[src/hdl/ihex_pkg.sv]
`timescale 1ns / 1ps

package ihex_pkg;

  localparam int unsigned MAX_LINE_CHARS = 1023;
  localparam int unsigned POS_W          = 10;

  localparam logic [7:0] CH_LF    = 8'h0a;
  localparam logic [7:0] CH_SPACE = 8'h20;
  localparam logic [7:0] CH_DEL   = 8'h7f;
  localparam logic [7:0] CH_COLON = 8'h3a;

  localparam logic [7:0] REC_DATA = 8'h00;
  localparam logic [7:0] REC_EOF  = 8'h01;
  localparam logic [7:0] REC_ESA  = 8'h02;
  localparam logic [7:0] REC_ELA  = 8'h04;

  localparam logic KIND_DATA   = 1'b0;
  localparam logic KIND_STATUS = 1'b1;

  localparam logic [2:0] ST_OK        = 3'd0;
  localparam logic [2:0] ST_BAD_START = 3'd1;
  localparam logic [2:0] ST_BAD_LEN   = 3'd2;
  localparam logic [2:0] ST_BAD_TYPE  = 3'd3;
  localparam logic [2:0] ST_BAD_SUM   = 3'd4;
  localparam logic [2:0] ST_END_OK    = 3'd5;
  localparam logic [2:0] ST_END_LEN   = 3'd6;

  typedef struct packed {
    logic [7:0] char_code;
    logic       end_of_input;
  } in_word_t;

  typedef struct packed {
    logic        kind;
    logic [31:0] byte_address;
    logic [7:0]  data_byte;
    logic [2:0]  status;
  } out_word_t;

  typedef struct packed {
    logic        stopped;
    logic [15:0] value;
  } field_t;

  // bit 4 set: not a hex digit
  function automatic logic [4:0] hex_digit(input logic [7:0] c);
    logic [4:0] d;
    d = 5'd16;
    if (c >= 8'h30 && c <= 8'h39) d = 5'(c - 8'h30);
    else if (c >= 8'h41 && c <= 8'h46) d = 5'(c - 8'h41 + 8'd10);
    else if (c >= 8'h61 && c <= 8'h66) d = 5'(c - 8'h61 + 8'd10);
    return d;
  endfunction

  function automatic field_t feed(input field_t f, input logic [7:0] c);
    field_t     r;
    logic [4:0] d;
    r = f;
    d = hex_digit(c);
    if (!f.stopped) begin
      if (d[4]) r.stopped = 1'b1;
      else r.value = {f.value[11:0], d[3:0]};
    end
    return r;
  endfunction

endpackage

[src/hdl/intel_hex_record_decoder_core.sv]
`timescale 1ns / 1ps

// Hex record decoder: takes one ASCII character per word and returns a data-byte word for
// each type 0 data byte after a leading colon (as soon as its second digit arrives) and a
// status word for each line closed by a line feed or end_of_input. A new character can be
// taken every cycle while in_stall is low; each character passes an input register, then
// a result register, before its result word is presented; the per-character field update
// is the one step that sets this rate. While a result word waits under out_stall with a
// character held in the input register, in_stall is raised. After any nonzero status the
// block swallows all further characters without results until reset.
module intel_hex_record_decoder_core (
  input  logic                  clk,
  input  logic                  rst_n,
  input  logic                  in_valid,
  output logic                  in_stall,
  input  ihex_pkg::in_word_t    in_word,
  output logic                  out_valid,
  input  logic                  out_stall,
  output ihex_pkg::out_word_t   out_word
);

  localparam int unsigned PW = ihex_pkg::POS_W;

  ihex_pkg::in_word_t  in_r;
  logic                in_valid_r;
  ihex_pkg::out_word_t out_r, res;
  logic                out_valid_r, res_valid;
  logic                fire;

  logic [PW-1:0] pos_r, pos_nxt;
  logic          line_blank_r, line_blank_nxt;
  logic [7:0]    rec_len_r, rec_len_nxt;
  logic [15:0]   rec_addr_r, rec_addr_nxt;
  logic [7:0]    rec_type_r, rec_type_nxt;
  logic [31:0]   ext_base_r, ext_base_nxt;
  logic [7:0]    run_sum_r, run_sum_nxt;
  ihex_pkg::field_t fld_r, fld_nxt;
  logic [7:0]    byte_idx_r, byte_idx_nxt;
  logic          halted_r, halted_nxt;
  logic          start_ok_r, start_ok_nxt;
  logic          line_long_r, line_long_nxt;
  logic [7:0]    data_sum_r, data_sum_nxt;
  ihex_pkg::field_t ext_r, ext_nxt;
  logic [7:0]    last1_r, last1_nxt;
  logic [7:0]    last2_r, last2_nxt;

  logic [7:0]    c;
  logic          line_end, keep;
  logic [PW-1:0] off, exp_len;
  logic          in_data, fld_start;
  ihex_pkg::field_t fld_f, crc_a, crc_b;
  logic [7:0]    chk_sum;
  logic [2:0]    close_st;

  assign fire      = in_valid_r && !(out_valid_r && out_stall);
  assign in_stall  = in_valid_r && !fire;
  assign out_valid = out_valid_r;
  assign out_word  = out_r;

  assign c        = in_r.char_code;
  assign line_end = in_r.end_of_input || (c == ihex_pkg::CH_LF);
  assign keep     = (c >= ihex_pkg::CH_SPACE) && (c <= ihex_pkg::CH_DEL) &&
                    !(line_blank_r && c == ihex_pkg::CH_SPACE);
  assign off      = pos_r - PW'(9);
  assign in_data  = (pos_r >= PW'(9)) && (off < PW'({rec_len_r, 1'b0}));
  assign fld_start = (pos_r == PW'(1)) || (pos_r == PW'(3)) || (pos_r == PW'(7)) ||
                     (in_data && !off[0]);
  assign fld_f    = ihex_pkg::feed(fld_start ? '0 : fld_r, c);
  assign exp_len  = PW'({rec_len_r, 1'b0}) + PW'(11);
  assign crc_a    = ihex_pkg::feed('0, last2_r);
  assign crc_b    = ihex_pkg::feed(crc_a, last1_r);

  always_comb begin
    chk_sum  = run_sum_r + data_sum_r;
    close_st = ihex_pkg::ST_OK;
    if (pos_r < PW'(3) || !start_ok_r) begin
      close_st = ihex_pkg::ST_BAD_START;
    end else if (line_long_r || pos_r != exp_len) begin
      close_st = ihex_pkg::ST_BAD_LEN;
    end else if (rec_type_r == ihex_pkg::REC_EOF) begin
      close_st = (rec_len_r == 8'd0) ? ihex_pkg::ST_END_OK : ihex_pkg::ST_END_LEN;
    end else if (rec_type_r == ihex_pkg::REC_ESA || rec_type_r == ihex_pkg::REC_ELA) begin
      chk_sum = run_sum_r + ext_r.value[15:8] + ext_r.value[7:0];
      if (rec_len_r != 8'd2) close_st = ihex_pkg::ST_BAD_LEN;
      else if (crc_b.value[7:0] != 8'(8'd0 - chk_sum)) close_st = ihex_pkg::ST_BAD_SUM;
    end else if (rec_type_r == ihex_pkg::REC_DATA) begin
      if (crc_b.value[7:0] != 8'(8'd0 - chk_sum)) close_st = ihex_pkg::ST_BAD_SUM;
    end else begin
      close_st = ihex_pkg::ST_BAD_TYPE;
    end
  end

  always_comb begin
    pos_nxt        = pos_r;
    line_blank_nxt = line_blank_r;
    rec_len_nxt    = rec_len_r;
    rec_addr_nxt   = rec_addr_r;
    rec_type_nxt   = rec_type_r;
    ext_base_nxt   = ext_base_r;
    run_sum_nxt    = run_sum_r;
    fld_nxt        = fld_r;
    byte_idx_nxt   = byte_idx_r;
    halted_nxt     = halted_r;
    start_ok_nxt   = start_ok_r;
    line_long_nxt  = line_long_r;
    data_sum_nxt   = data_sum_r;
    ext_nxt        = ext_r;
    last1_nxt      = last1_r;
    last2_nxt      = last2_r;
    res_valid      = 1'b0;
    res            = '0;
    if (fire && !halted_r) begin
      if (line_end) begin
        res_valid  = 1'b1;
        res.kind   = ihex_pkg::KIND_STATUS;
        res.status = close_st;
        if (close_st != ihex_pkg::ST_OK) halted_nxt = 1'b1;
        if (close_st == ihex_pkg::ST_OK && rec_type_r == ihex_pkg::REC_ESA) begin
          ext_base_nxt = {12'd0, ext_r.value, 4'd0};
        end
        if (close_st == ihex_pkg::ST_OK && rec_type_r == ihex_pkg::REC_ELA) begin
          ext_base_nxt = {ext_r.value, 16'd0};
        end
        pos_nxt        = '0;
        line_blank_nxt = 1'b1;
        rec_len_nxt    = '0;
        rec_addr_nxt   = '0;
        rec_type_nxt   = '0;
        run_sum_nxt    = '0;
        fld_nxt        = '0;
        byte_idx_nxt   = '0;
        start_ok_nxt   = 1'b0;
        line_long_nxt  = 1'b0;
        data_sum_nxt   = '0;
        ext_nxt        = '0;
        last1_nxt      = '0;
        last2_nxt      = '0;
      end else if (keep) begin
        line_blank_nxt = 1'b0;
        if (pos_r >= PW'(ihex_pkg::MAX_LINE_CHARS)) begin
          line_long_nxt = 1'b1;
        end else begin
          if (pos_r == PW'(0)) begin
            start_ok_nxt = (c == ihex_pkg::CH_COLON);
          end else if (pos_r <= PW'(8)) begin
            fld_nxt = fld_f;
            if (pos_r == PW'(2)) begin
              rec_len_nxt = fld_f.value[7:0];
              run_sum_nxt = run_sum_r + fld_f.value[7:0];
            end
            if (pos_r == PW'(6)) begin
              rec_addr_nxt = fld_f.value;
              run_sum_nxt  = run_sum_r + fld_f.value[15:8] + fld_f.value[7:0];
            end
            if (pos_r == PW'(8)) begin
              rec_type_nxt = fld_f.value[7:0];
              run_sum_nxt  = run_sum_r + fld_f.value[7:0];
            end
          end else begin
            if (pos_r <= PW'(12)) ext_nxt = ihex_pkg::feed(ext_r, c);
            if (in_data) begin
              fld_nxt = fld_f;
              if (off[0]) begin
                data_sum_nxt = data_sum_r + fld_f.value[7:0];
                byte_idx_nxt = byte_idx_r + 8'd1;
                if (start_ok_r && rec_type_r == ihex_pkg::REC_DATA) begin
                  res_valid        = 1'b1;
                  res.kind         = ihex_pkg::KIND_DATA;
                  res.byte_address = ({16'd0, rec_addr_r} | ext_base_r) + {24'd0, byte_idx_r};
                  res.data_byte    = fld_f.value[7:0];
                  res.status       = ihex_pkg::ST_OK;
                end
              end
            end
          end
          last2_nxt = last1_r;
          last1_nxt = c;
          pos_nxt   = pos_r + PW'(1);
        end
      end
    end
  end

  always_ff @(posedge clk) begin
    if (!rst_n) begin
      in_valid_r   <= 1'b0;
      out_valid_r  <= 1'b0;
      pos_r        <= '0;
      line_blank_r <= 1'b1;
      rec_len_r    <= '0;
      rec_addr_r   <= '0;
      rec_type_r   <= '0;
      ext_base_r   <= '0;
      run_sum_r    <= '0;
      fld_r        <= '0;
      byte_idx_r   <= '0;
      halted_r     <= 1'b0;
      start_ok_r   <= 1'b0;
      line_long_r  <= 1'b0;
      data_sum_r   <= '0;
      ext_r        <= '0;
      last1_r      <= '0;
      last2_r      <= '0;
    end else begin
      if (!in_stall) in_valid_r <= in_valid;
      if (fire) out_valid_r <= res_valid;
      else if (!out_stall) out_valid_r <= 1'b0;
      pos_r        <= pos_nxt;
      line_blank_r <= line_blank_nxt;
      rec_len_r    <= rec_len_nxt;
      rec_addr_r   <= rec_addr_nxt;
      rec_type_r   <= rec_type_nxt;
      ext_base_r   <= ext_base_nxt;
      run_sum_r    <= run_sum_nxt;
      fld_r        <= fld_nxt;
      byte_idx_r   <= byte_idx_nxt;
      halted_r     <= halted_nxt;
      start_ok_r   <= start_ok_nxt;
      line_long_r  <= line_long_nxt;
      data_sum_r   <= data_sum_nxt;
      ext_r        <= ext_nxt;
      last1_r      <= last1_nxt;
      last2_r      <= last2_nxt;
    end
  end

  always_ff @(posedge clk) begin
    if (!in_stall) in_r <= in_word;
    if (fire && res_valid) out_r <= res;
  end

  a_halt_holds: assert property (@(posedge clk) disable iff (!rst_n)
    halted_r |=> halted_r)
    else $error("halt cleared without reset");

  a_error_halts: assert property (@(posedge clk) disable iff (!rst_n)
    (out_valid_r && out_r.kind == ihex_pkg::KIND_STATUS && out_r.status != ihex_pkg::ST_OK)
      |-> halted_r)
    else $error("error status without halt");

  a_no_result_when_halted: assert property (@(posedge clk) disable iff (!rst_n)
    (halted_r && !out_valid_r) |=> !out_valid_r)
    else $error("result after halt");

endmodule

[config.mk]
export PLATFORM = sky130hd
export DESIGN_NAME = intel_hex_record_decoder_core
export DESIGN_NICKNAME = d
export VERILOG_FILES = /design/src/hdl/ihex_pkg.sv /design/src/hdl/intel_hex_record_decoder_core.sv
export SDC_FILE = /design/constraint.sdc
export NUM_CORES = 1
export LEC_CHECK = 0
export ABC_AREA = 1
export ABC_CLOCK_PERIOD_IN_PS = 5700
export BUFFER_PORTS_ARGS = -buffer_cell sky130_fd_sc_hd__buf_4
export CAP_MARGIN = 20
export CORE_UTILIZATION = 32
export DETAILED_ROUTE_END_ITERATION = 10
export SETUP_SLACK_MARGIN = 0.1
export SKIP_LAST_GASP = 1
export SYNTH_ARGS = -nofsm -noshare
export SYNTH_HDL_FRONTEND = slang
export SYNTH_SLANG_ARGS = --single-unit
[constraint.sdc]
create_clock -name clk -period 5.7 [get_ports clk]
set_input_delay 1.14 -clock clk [delete_from_list [all_inputs] [get_ports clk]]
set_output_delay 1.14 -clock clk [all_outputs]
set_load 0.02 [all_outputs]
## After elaboration in Yosys (flattened, before gate mapping)

Cells that the tools add are included.

| cells by class | value |
|---|---|
| $add $sub $neg | 29 |
| magnitude comparators | 26 |
| equal/unequal tests | 22 |
| mux-type cells | 127 |
| bitwise operators | 6 |
| reductions and logical operators | 68 |

Operators with widths:

| kind | count |
|---|---|
| 8-bit 2-to-1 mux | 42 |
| 17-bit 2-to-1 mux | 15 |
| 16-bit 2-to-1 mux | 8 |
| 5-bit 2-to-1 mux | 16 |
| 32-bit 2-to-1 mux | 2 |
| 8-bit adder | 7 |
| 8-bit by 7-bit <= comparator with 1-bit output, second input constant | 7 |
| 8-bit by 7-bit greater-or-equal comparator with 1-bit output, second input constant | 6 |
| 3-bit 2-to-1 mux | 15 |
| 32-bit by 8-bit adder with 32-bit output | 1 |
| 8-bit by 6-bit greater-or-equal comparator with 1-bit output, second input constant | 4 |
| 16-bit by 32-bit OR with 32-bit output | 1 |
| 5-bit by 4-bit adder with 5-bit output, second input constant | 6 |
| 10-bit 2-to-1 mux | 3 |
| 6-bit AND reduction | 5 |
| 5-bit by 1-bit subtractor with 5-bit output, second input constant | 6 |
| 8-bit by 6-bit <= comparator with 1-bit output, second input constant | 3 |
| 1-bit 2-to-1 mux | 24 |
| 1-bit logical AND | 22 |
| 2-bit nonzero test | 11 |
| 10-bit by 2-bit == test with 1-bit output, second input constant | 2 |
| 10-bit by 3-bit == test with 1-bit output, second input constant | 2 |
| 10-bit by 4-bit <= comparator with 1-bit output, second input constant | 2 |
| 8-bit by 6-bit == test with 1-bit output, second input constant | 2 |
| 38 further kinds | 66 |

| storage, ports and cells | value |
|---|---|
| register bits | 207 |
| bits of input ports | 13 |
| output and inout bits | 46 |
| logic and storage cells | 304 |

## Longest topological paths before layout

| depth | value |
|---|---|
| depth in word-level cells | 20 |
| depth in mapped cells | 38 |
| depth with buffers taken out | 36 |

## Worst setup path after synthesis

OpenSTA, ideal clock, no wires.

| path | value |
|---|---|
| kind | register to register |
| from | reg pos_r[0] |
| to | reg run_sum_r[7] |
| library setup time | 0.132 ns |
| data arrival time | 4.689 ns |
| required time | 5.568 ns |
| setup slack | 0.878 ns |
| cell stages (with the launch flop) | 36 |
| path buffers | 0 |
| clock period less this slack | 4.822 ns |
| cells stage by stage | dfxtp_1 > inv_1 > ha_1 > nand2_1 > nand2_1 > xor2_1 > ha_1 > nand2_1 > nor2_1 > nand2_1 > nand3_1 > nand2_1 > nand2_1 > nand2_1 > nand3_2 > nand3_1 > nand2_1 > clkinv_1 > o21ai_0 > fa_1 > inv_1 > ha_1 > inv_1 > fa_1 > inv_1 > a31oi_1 > nor2_1 > nor2_1 > inv_1 > a21oi_1 > inv_1 > nand3_1 > nand3_1 > nand2_1 > nand2_1 > a21oi_1 |

| on the way | value |
|---|---|
| longest elaborated chain between the ends | 17 |
| elaborated cells between the ends (all ways) | 37 |
| classes of those cells | add/sub (4); order compare (4); eq/ne (8); mux (11); reduce/logical (10) |

RTL lines:

| item | RTL line | RTL |
|---|---|---|
| from (decl) | intel_hex_record_decoder_core.sv:30 | `logic [PW-1:0] pos_r, pos_nxt;` |
| from (signal assigned) | intel_hex_record_decoder_core.sv:208 | `pos_r <= pos_nxt;` |
| 10-bit by 4-bit subtractor with 10-bit output | intel_hex_record_decoder_core.sv:64 | `assign off = pos_r - PW'(9);` |
| 10-bit by 9-bit less-than comparator with 1-bit output | intel_hex_record_decoder_core.sv:65 | `assign in_data = (pos_r >= PW'(9)) && (off < PW'({rec_len_r, 1'b0}));` |
| 1-bit logical AND | intel_hex_record_decoder_core.sv:65 |  |
| 1-bit logical AND | intel_hex_record_decoder_core.sv:67 | `(in_data && !off[0]);` |
| 1-bit logical OR | intel_hex_record_decoder_core.sv:66 | `assign fld_start = (pos_r == PW'(1)) \|\| (pos_r == PW'(3)) \|\| (pos_r == PW'(7)) \|\|` |
| 17-bit 2-to-1 mux | intel_hex_record_decoder_core.sv:68 | `assign fld_f = ihex_pkg::feed(fld_start ? '0 : fld_r, c);` |
| 16-bit 2-to-1 mux | ihex_pkg.sv:62 | `if (d[4]) r.stopped = 1'b1;` |
| 17-bit 2-to-1 mux | ihex_pkg.sv:61 | `if (!f.stopped) begin` |
| 8-bit adder, on equally long branches | intel_hex_record_decoder_core.sv:153, intel_hex_record_decoder_core.sv:149, intel_hex_record_decoder_core.sv:157 |  |
| 8-bit adder / 8-bit 2-to-1 mux (equally long branches) | intel_hex_record_decoder_core.sv:153, intel_hex_record_decoder_core.sv:147 |  |
| 8-bit 2-to-1 mux | intel_hex_record_decoder_core.sv:151 | `if (pos_r == PW'(6)) begin` |
| 8-bit 2-to-1 mux | intel_hex_record_decoder_core.sv:155 | `if (pos_r == PW'(8)) begin` |
| 8-bit 2-to-1 mux | intel_hex_record_decoder_core.sv:145 | `end else if (pos_r <= PW'(8)) begin` |
| 8-bit 2-to-1 mux | intel_hex_record_decoder_core.sv:143 | `if (pos_r == PW'(0)) begin` |
| 8-bit 2-to-1 mux | intel_hex_record_decoder_core.sv:140 | `if (pos_r >= PW'(ihex_pkg::MAX_LINE_CHARS)) begin` |
| 8-bit 2-to-1 mux | intel_hex_record_decoder_core.sv:138 | `end else if (keep) begin` |
| 8-bit 2-to-1 mux | intel_hex_record_decoder_core.sv:113 | `if (line_end) begin` |
| to (signal assigned) | intel_hex_record_decoder_core.sv:214 | `run_sum_r <= run_sum_nxt;` |
| to (decl) | intel_hex_record_decoder_core.sv:36 | `logic [7:0] run_sum_r, run_sum_nxt;` |

Parallel ways exist; a longest one is shown, timed or not. The select of a mux whose other input is x is not followed.
A chain may end at the register's enable or synchronous reset.

==> out/results.ini <==
[outcome]
status = complete, no violations

[grt]
grt_busiest_layer = met2
grt_pass1_wl_mm = 53.6
first_global_vias = 10500
overflow = 0
use_met2_pct = 27.5
grt_max_degree = 66
met3_usage_pct = 2.10
gr-usage-met1_pct = 22.9
grt_use_total_pct = 16.9
antenna_found_initial = 0

[synthesis]
synthCells = 1706
synthTopCellsByArea = dfxtp_1, edfxtp_1, nand2_1
yosysTopAreaCellShare_pct = 23.9
synth_fa_ha_area_share_pct = 11.1
async_flop_share_pct = 0
synth_compound_area_share_pct = 14.7
synth_most_common_cell = nand2_1
synth_edf_count = 53
syn-num-nets = 1819
synth_top_cell_by_area = dfxtp_1
synth_cell_type_count = 51
seq_area_frac_synth_pct = 36.6
avgSynthCellArea_um2 = 7.36
synth_top_family_by_area = simple AND/OR/NAND/NOR gates
ys_ff_latch = 203
synth_area_um2 = 12600
muxShareOfSynthArea_pct = 0
ys_warn_count = 0
synth-main-ff-cell = dfxtp_1
synth.top_cells.by_count = nand2_1, inv_1, nor2_1
synth-simple-area-share_pct = 24.4
synthXorXnorAreaFrac_pct = 3.35

[place]
io_buffers = 58
gp_congestion = 0.889
hpwl_mm = 25.0

[cts]
cts.path.max_buffers = 3
cts-hold-fix-buffers = 0
clkLatencyLatePin_ns = 0.53
clk_pin_slew_ns = 0.06
cts_tree = built
numClockSinks = 203
htreeDepth = 1
cts_root_buffer = clkbuf_16
cts-buffers-inserted = 24

[power_and_ir_drop]
intPower_mw = 2.52
combPwrFrac_pct = 10.8
power_frac_seq_pct = 45.1
power_leakage_nw = 6.05
total_power_mw = 3.41
ir_worst_vdd_mv = 0.195
p_per_area_nw_per_um2 = 238
power.switching_fraction_pct = 26.1
p_sw_mw = 0.892
p_clk_share_pct = 44.1

[layout]
n_fill_cell = 4034
drive_gt1_share_pct = 10.1
regArea_um2 = 4600
area_delta_synth_final_pct = 14.2
final_net_count = 1872
multiInputGateArea_um2 = 6740
antenna_cells = 0

[timing]
tightestPinTransition_ns = 1.09
fin_crit_ns = 5.02
final_hold_viol_count = 0
slew_headroom_pct = 26.8
fin_crit_sh_pct = 88.1
fin_hold_ws_ns = 0.452
setup_viol = 0
slew_viol_final = 0
setup_tns_ns = 0
fin_worst_skew_ns = 0.0218
rsz0062_at_grt = false
fmax_mhz = 199

[routing]
vias = 11100
firstDrtPassIters = 5
wl_per_cell_um = 14.4
avgViaCountPerCell = 4.84
drt_wl_total_mm = 33.0
drtAntennaViolNets = 0
drcViolationCount = 0
drtIter0Drc = 832

[worst_setup_path]
cp-start-kind = flop
r2r_slack_ns = 0.68
critPathKind = reg -> reg
r2r-start = pos_r[0]$_SDFFE_PN0P_
r2r-end = run_sum_r[7]$_SDFFE_PN0P_
slowest_delay_ns = 0.42
critPathMaxFanout = 10
crit_top_cell = nand2_1
crit_required_ns = 6.08
cp.arrival_ns = 5.40
rr_worst_depth = 35
cpMaxStageDelayCell = dfxtp_2
end_kind = flop

[hold_path]
hp-start = ext_base_r[6]$_SDFFE_PN0P_
hold_depth = 2
min_to = ext_base_r[6]$_SDFFE_PN0P_
hold_class = reg -> reg

[job]
maxCapViolations = 0

[floorplanning]
row_count = 72
pin_count = 59
dieWidth_um = 200
die-area_um2 = 40000
coreArea_um2 = 38600
start_util_pct = 32.5
fp.dieH_um = 200

layout by cell type, fill, tap and decap left out, drive strengths merged, types with 18 or more instances in the layout:
cell,count
nand2,314
ha,81
nor3,40
buf,74
clkbuf,31
fa,19
o21ai,115
dfxtp,150
edfxtp,53
nand3,82
a21oi,142
nor2,221
inv,268
xor2,31
o22ai,18
nand4,20
worst max path at each step:
stage | startpoint | to | slack, ns | cells past startpoint
6_report | pos_r[0]$_SDFFE_PN0P_ | run_sum_r[7]$_SDFFE_PN0P_ | 0.68 | 35
5_1_grt | pos_r[0]$_SDFFE_PN0P_ | run_sum_r[7]$_SDFFE_PN0P_ | 0.09 | 36
4_1_cts | pos_r[0]$_SDFFE_PN0P_ | run_sum_r[7]$_SDFFE_PN0P_ | 0.46 | 35
3_5_place_dp | pos_r[0]$_SDFFE_PN0P_ | run_sum_r[7]$_SDFFE_PN0P_ | 0.49 | 35
3_3_place_gp | pos_r[0]$_SDFFE_PN0P_ | run_sum_r[7]$_SDFFE_PN0P_ | 0.68 | 35
2_1_floorplan | pos_r[0]$_SDFFE_PN0P_ | run_sum_r[7]$_SDFFE_PN0P_ | 0.88 | 35
power groups by stage:
| stage | Clock [mW] | Sequential [mW] | Combinational (mW) |
|---|---|---|---|
| 2_1_floorplan | 0 | 1.57 | 0.250 |
| 3_3_place_gp | 0 | 1.57 | 0.359 |
| 3_5_place_dp | 0 | 1.57 | 0.365 |
| 4_1_cts | 1.54 | 1.54 | 0.367 |
| 5_1_grt | 1.59 | 1.54 | 0.418 |
| 6_report | 1.50 | 1.54 | 0.369 |
through the flow:
stage	std cells	instance area, um^2	util (%)	setup slack, ns
6_report	2295	14300	37.1	0.676
5_1_grt	2295	14300	37.1	0.0900
4_1_cts	2293	14300	37.0	0.459
3_5_place_dp	2249	13500	35.0	0.491
3_3_place_gp	2248	13500	35.0	0.684
2_1_floorplan	1706	12600	-	0.878
kinds of logic (layout without fill, tap and decap cells):
| family | Yosys count | in the layout |
|---|---|---|
| DFF | 203 | 203 |
| buffers and inverters | 318 | 389 |
| AOI/OAI and AO/OA | 332 | 332 |
| and+or+nand+nor | 705 | 705 |
| adders and majority gates | 100 | 100 |
| xor gates and xnor gates | 48 | 48 |
flip-flops by register name, summed over array words and instances (netlist names):
signal	cells
last2_r	8
out_word	44
start_ok_r	1
line_long_r	1
rec_type_r	8
in_r	1
byte_idx_r	8
ext_r	17
out_valid	1
line_blank_r	1
halted_r	1
ext_base_r	28
c	8
rec_len_r	8
rec_addr_r	16
fld_r	17
run_sum_r	8
in_valid_r	1
data_sum_r	8
pos_r	10
last1_r	8
worst max-delay path: cells and delay by family, from the launching register on:
family	cells	cell delay (ns)
adder cells (fa/ha/maj)	3	0.89
XOR/XNOR	1	0.18
AO/OA/AOI/OAI	4	0.77
buffers and inverters	5	0.64
flip-flops	1	0.42
AND/OR/NAND/NOR	22	1.97
routing by layer:
layer	vias up	part of all wire, %	wire length [um]
met5	-	0	0
met4	0	3.2	1060
met3	67	4.6	1530
met2	261	45	14700
met1	5060	48	15800
li1	5710	-	-
timing repair:
action / 4_1_cts / 5_1_grt
setup endpoints to repair: 0 / 4
setup buffers: 0 / 2
resized for setup: 0 / 7
area by class of cell:
type / count / share of cell area (%)
Inverter: 271 / 7.12
Clock inverter: 13 / 0.916
Clock buffer: 31 / 4.44
Multi-Input combinational cell: 1185 / 47.0
Timing Repair Buffer: 74 / 3.95
Tap cell: 518 / 4.52
Sequential cell: 203 / 32.1
(Power assumes the default switching activity.)
